File: config.mk
export PLATFORM = sky130hd
export DESIGN_NAME = irt_ctrl
export DESIGN_NICKNAME = d
export VERILOG_FILES = /design/src/sv/irt_pkg.sv /design/src/sv/irt_ctrl.sv
export SDC_FILE = /design/constraint.sdc
export NUM_CORES = 1
export LEC_CHECK = 0
export BUFFER_PORTS_ARGS = -buffer_cell sky130_fd_sc_hd__buf_2
export CAP_MARGIN = 20
export CORE_AREA = 4 4 41 43
export CTS_CLUSTER_DIAMETER = 60
export DETAILED_ROUTE_END_ITERATION = 6
export DIE_AREA = 0 0 45 47
export PLACE_DENSITY = 0.48
export SLEW_MARGIN = 15
export SYNTH_ARGS = -nofsm -noshare
export SYNTH_HDL_FRONTEND = slang
export SYNTH_SLANG_ARGS = --single-unit
File: constraint.sdc
create_clock -name clk -period 1.3 [get_ports clk]
set_input_delay 0.195 -clock clk [delete_from_list [all_inputs] [get_ports clk]]
set_output_delay 0.195 -clock clk [all_outputs]
set_load 0.02 [all_outputs]
File: src/sv/irt_pkg.sv
`timescale 1ns / 1ps
// ---------------------------------------------------------------------------
// irt_pkg - interval reservation table shared definitions
// Field widths, operation codes, FSM states and the control/status bundles
// passed between the controller and the datapath.
// ---------------------------------------------------------------------------
package irt_pkg;

  localparam int OP_W    = 2;
  localparam int RES_W   = 16;
  localparam int TICK_W  = 32;
  localparam int ID_W    = 32;
  localparam int COUNT_W = 7;

  localparam logic [ID_W-1:0] ID_FIRST = 32'h0000_0001;
  localparam logic [ID_W-1:0] ID_LAST  = 32'hFFFF_FFFF;

  typedef enum logic [OP_W-1:0] {
    OP_BOOK   = 2'd0,
    OP_CANCEL = 2'd1,
    OP_CHECK  = 2'd2,
    OP_COUNT  = 2'd3
  } op_t;

  typedef enum logic [2:0] {
    ST_IDLE,
    ST_SCAN,
    ST_DRAIN,
    ST_DECIDE,
    ST_MOVE_RD,
    ST_MOVE_WR,
    ST_FINISH
  } state_t;

  // One stored reservation.
  typedef struct packed {
    logic [ID_W-1:0]   id;
    logic [RES_W-1:0]  resource;
    logic [TICK_W-1:0] win_lo;
    logic [TICK_W-1:0] win_hi;
  } entry_t;

  // Controller -> datapath commands.
  typedef struct packed {
    logic load;      // latch request, clear scan accumulators
    logic issue;     // read next table entry during scan
    logic decide;    // resolve op, book write
    logic move_rd;   // read last entry for cancel
    logic move_wr;   // write last entry into freed slot
    logic finish;    // load output register
  } irt_cmd_t;

  // Datapath -> controller status.
  typedef struct packed {
    op_t  op;
    logic total_zero;
    logic issue_last;
    logic found;
    logic out_busy;
  } irt_sts_t;

endpackage

File: src/sv/irt_ctrl.sv
`timescale 1ns / 1ps
// ---------------------------------------------------------------------------
// irt_ctrl - interval reservation table controller
// Sequences scan, decision, cancel move and result transfer.
// ---------------------------------------------------------------------------
module irt_ctrl (
  input  logic               clk,
  input  logic               rst_n,
  input  logic               in_valid,
  output logic               in_ready,
  input  irt_pkg::irt_sts_t  sts,
  output irt_pkg::irt_cmd_t  cmd
);
  import irt_pkg::*;

  state_t state_r;
  state_t state_nxt;

  always_ff @(posedge clk) begin
    if (!rst_n) begin
      state_r <= ST_IDLE;
    end else begin
      state_r <= state_nxt;
    end
  end

  always_comb begin
    state_nxt = state_r;
    cmd       = '0;
    in_ready  = 1'b0;
    unique case (state_r)
      ST_IDLE: begin
        in_ready = 1'b1;
        if (in_valid) begin
          cmd.load  = 1'b1;
          state_nxt = ST_SCAN;
        end
      end
      ST_SCAN: begin
        if (sts.total_zero) begin
          state_nxt = ST_DECIDE;
        end else begin
          cmd.issue = 1'b1;
          if (sts.issue_last) begin
            state_nxt = ST_DRAIN;
          end
        end
      end
      ST_DRAIN: begin
        state_nxt = ST_DECIDE;
      end
      ST_DECIDE: begin
        cmd.decide = 1'b1;
        if (sts.op == OP_CANCEL && sts.found) begin
          state_nxt = ST_MOVE_RD;
        end else begin
          state_nxt = ST_FINISH;
        end
      end
      ST_MOVE_RD: begin
        cmd.move_rd = 1'b1;
        state_nxt   = ST_MOVE_WR;
      end
      ST_MOVE_WR: begin
        cmd.move_wr = 1'b1;
        state_nxt   = ST_FINISH;
      end
      ST_FINISH: begin
        if (!sts.out_busy) begin
          cmd.finish = 1'b1;
          state_nxt  = ST_IDLE;
        end
      end
      default: begin
        state_nxt = ST_IDLE;
      end
    endcase
  end

endmodule

==> impl_metrics.csv <==
group,metric,value,unit
sta,fin_crit,1.29,ns
final_layout,largestRegisters,"state_r: 3 flops",
worst_setup_path,cp.arrival,1.10,ns
route,wirelength,730,µm
yosys,synth.area.mux_share,0,
hold_path,min_path_type,"in2reg",
yosys,synthFlopType,"dfxtp_1",
floorplan,rows,13,
yosys,ys_ff_latch,3,
sta,setup_viol,0,
power,peakVddDrop,0.000539,V
floorplan,die_w,45,µm
clock_tree,clk_pin_slew,0.04,ns
clock_tree,clkLatencyLatePin,0.24,ns
final_layout,fill_cells,159,
sta,max_slew_margin,0.867,
floorplan,ios,16,
global_routing,grt_max_degree,11,
worst_setup_path,startpoint,"state_r[1]",
yosys,synth_fa_ha_area_frac,0,
place,io_buffers,15,
floorplan,die_h,47,µm
final_layout,post-route-util,0.322,
clock_tree,cts_tree,"done",
final_layout,drive_gt1_frac,0.640,
sta,hold_viol_final,0,
final_layout,final_cell_count_no_fill,65,
sta,fmax,775,MHz
yosys,synth-edff-count,0,
power,power_density,1270,nW/µm²
yosys,netlist_area,250,µm²
floorplan,initial_core_util,0.192,
sta,rsz0062_at_grt,"yes",
final_layout,nets,60,
yosys,synth_cell_type_count,22,
yosys,syn_area_per_cell,8.34,µm²
place,dp_cells,59,
global_routing,grt_use_total,0.0702,
final_layout,syn2layout_area_growth,67.5,%
yosys,synth-xor-area-share,0,
hold_path,hold_start,"rst_n",
power,power.leakage,0.198,nW
clock_tree,numCtsBuffers,3,
sta,slew_violations,0,
yosys,synthArstFlopShare,0,
yosys,synthCells,30,
route,drc,0,
place,dp_slack,0.105,ns
final_layout,ff_latch_area,68.8,µm²
route,drtIter0Drc,1,
route,wl_met1,337,µm
final_layout,multiInputGateArea,185,µm²
yosys,synth_top_family_by_area,"simple AND/OR/NAND/NOR gates",
sta,tns,0,ns
worst_setup_path,rr_startpoint,"state_r[2]",
route,num_vias,287,
worst_setup_path,cp-start-kind,"flip-flop",
yosys,synth-simple-area-share,0.485,
clock_tree,clockBufferDepth,2,
sta,fin_ws,0.00961,ns
sta,tightest_slew,0.198,ns
clock_tree,ctsRootBufferMaster,"clkbuf_4",
route,firstDrtPassIters,2,
global_routing,grt-ovfl-total,0,
yosys,synth_seq_area_share,0.240,
place,gp_congestion,0.682,
sta,holdWs,0.201,ns
floorplan,die_area,2120,µm²
clock_tree,htree_levels,1,
place,place_area,339,µm²
floorplan,coreArea,1300,µm²
route,wl_met2,307,µm
clock_tree,cts_sinks,3,
final_layout,final_cell_area,419,µm²
worst_setup_path,critPathRequiredTime,1.11,ns
final_layout,largest_reg_flops,3,
final_layout,regMostFlops,"state_r",
global_routing,antenna_found_initial,0,
sta,finClkSkew,0.00291,ns
yosys,synth_compound_gate_area_share,0.170,
worst_setup_path,cp-end-kind,"primary output",
global_routing,grt_pass1_wl,1010,µm
yosys,synth_nets,39,
worst_setup_path,crit_type,"reg2out",
job,cap_violations,0,
final_layout,n_antenna_cell,0,
power,total_power,0.534,mW
yosys,yosys_warnings,0,
route,topRoutingLayerUsed,"met3",
worst_setup_path,crit_fanout,9,
global_routing,grt_pass1_vias,227,
route,vias_per_cell,4.42,
route,wire_per_inst,11.2,µm
sta,post-route-period-util,0.993,
run_status,status,"finished, final reports clean",
route,wl_met3,84,µm
route,ant_nets,0,
[placed cells by master, fill, tap and decap left out]
cell	n
a21boi_2	1
a21oi_1	1
and2_4	1
and3_4	1
and3b_1	1
buf_2	12
buf_4	4
buf_6	2
clkbuf_1	1
clkbuf_4	3
dfxtp_2	1
dfxtp_4	2
inv_1	1
inv_2	1
nand2_1	1
nand2b_1	2
nand2b_4	1
nand3_1	1
nand4b_1	2
nor2_1	1
nor2b_1	1
nor3_1	2
nor3_2	1
nor3_4	1
nor4b_2	1
o211a_1	1
o21ai_0	2
o22ai_1	1
[worst max-delay path, stage by stage (launching register included)]
cell	delay, ns
dfxtp_4	0.37
nor3_4	0.21
and2_4	0.17
buf_6	0.10
[per-layer routing]
layer	vias to the layer above	GRT usage
li1	149	-
met1	123	0.0952
met2	15	0.0904
met3	0	0.0460
met4	0	0.0175
met5	-	0
[Yosys cell counts (all sizes together), types with 2 or more instances]
library cell / count / area [µm²]
nor3: 4 / 31.3
dfxtp: 3 / 60.1
nand2b: 3 / 18.8
buf: 2 / 18.8
inv: 2 / 7.50
nand4b: 2 / 17.5
o21ai: 2 / 10.0
[power breakdown]
part	switching (mW)	leakage, nW	internal (mW)
logic	0.0998	0.156	0.111
clock network	0.0534	0.0150	0.115
registers	0.0403	0.0264	0.114
total	0.194	0.198	0.340
[kinds of logic after synthesis]
family	Yosys count
buffers and inverters	4
and+or+nand+nor	17
DFF	3
AOI/OAI and AO/OA	6
[path summary, 6_finish.rpt]
path | endpoint | slack [ns] | cells after the start
setup / recovery | cmd[5] | 0.01 | 3
hold / removal | state_r[2] | 0.20 | 2
setup reg to reg | state_r[1] | 0.11 | 5
hold reg to reg | state_r[2] | 0.66 | 3
[what timing repair did]
| item | 4_1_cts | 5_1_grt |
|---|---|---|
| setup endpoints to repair | 5 | 3 |
| resized for setup | 9 | 4 |
| buffers inserted | 2 | 0 |
| pin swaps | 0 | 1 |
| hold buffers | 0 | 0 |
[layout make-up]
type	instances	area share
Clock buffer	4	0.0627
Inverter	2	0.0179
Multi-Input combinational cell	23	0.442
Sequential cell	3	0.164
Tap cell	15	0.0448
Timing Repair Buffer	18	0.269
Power figures use the tool's default switching activity.
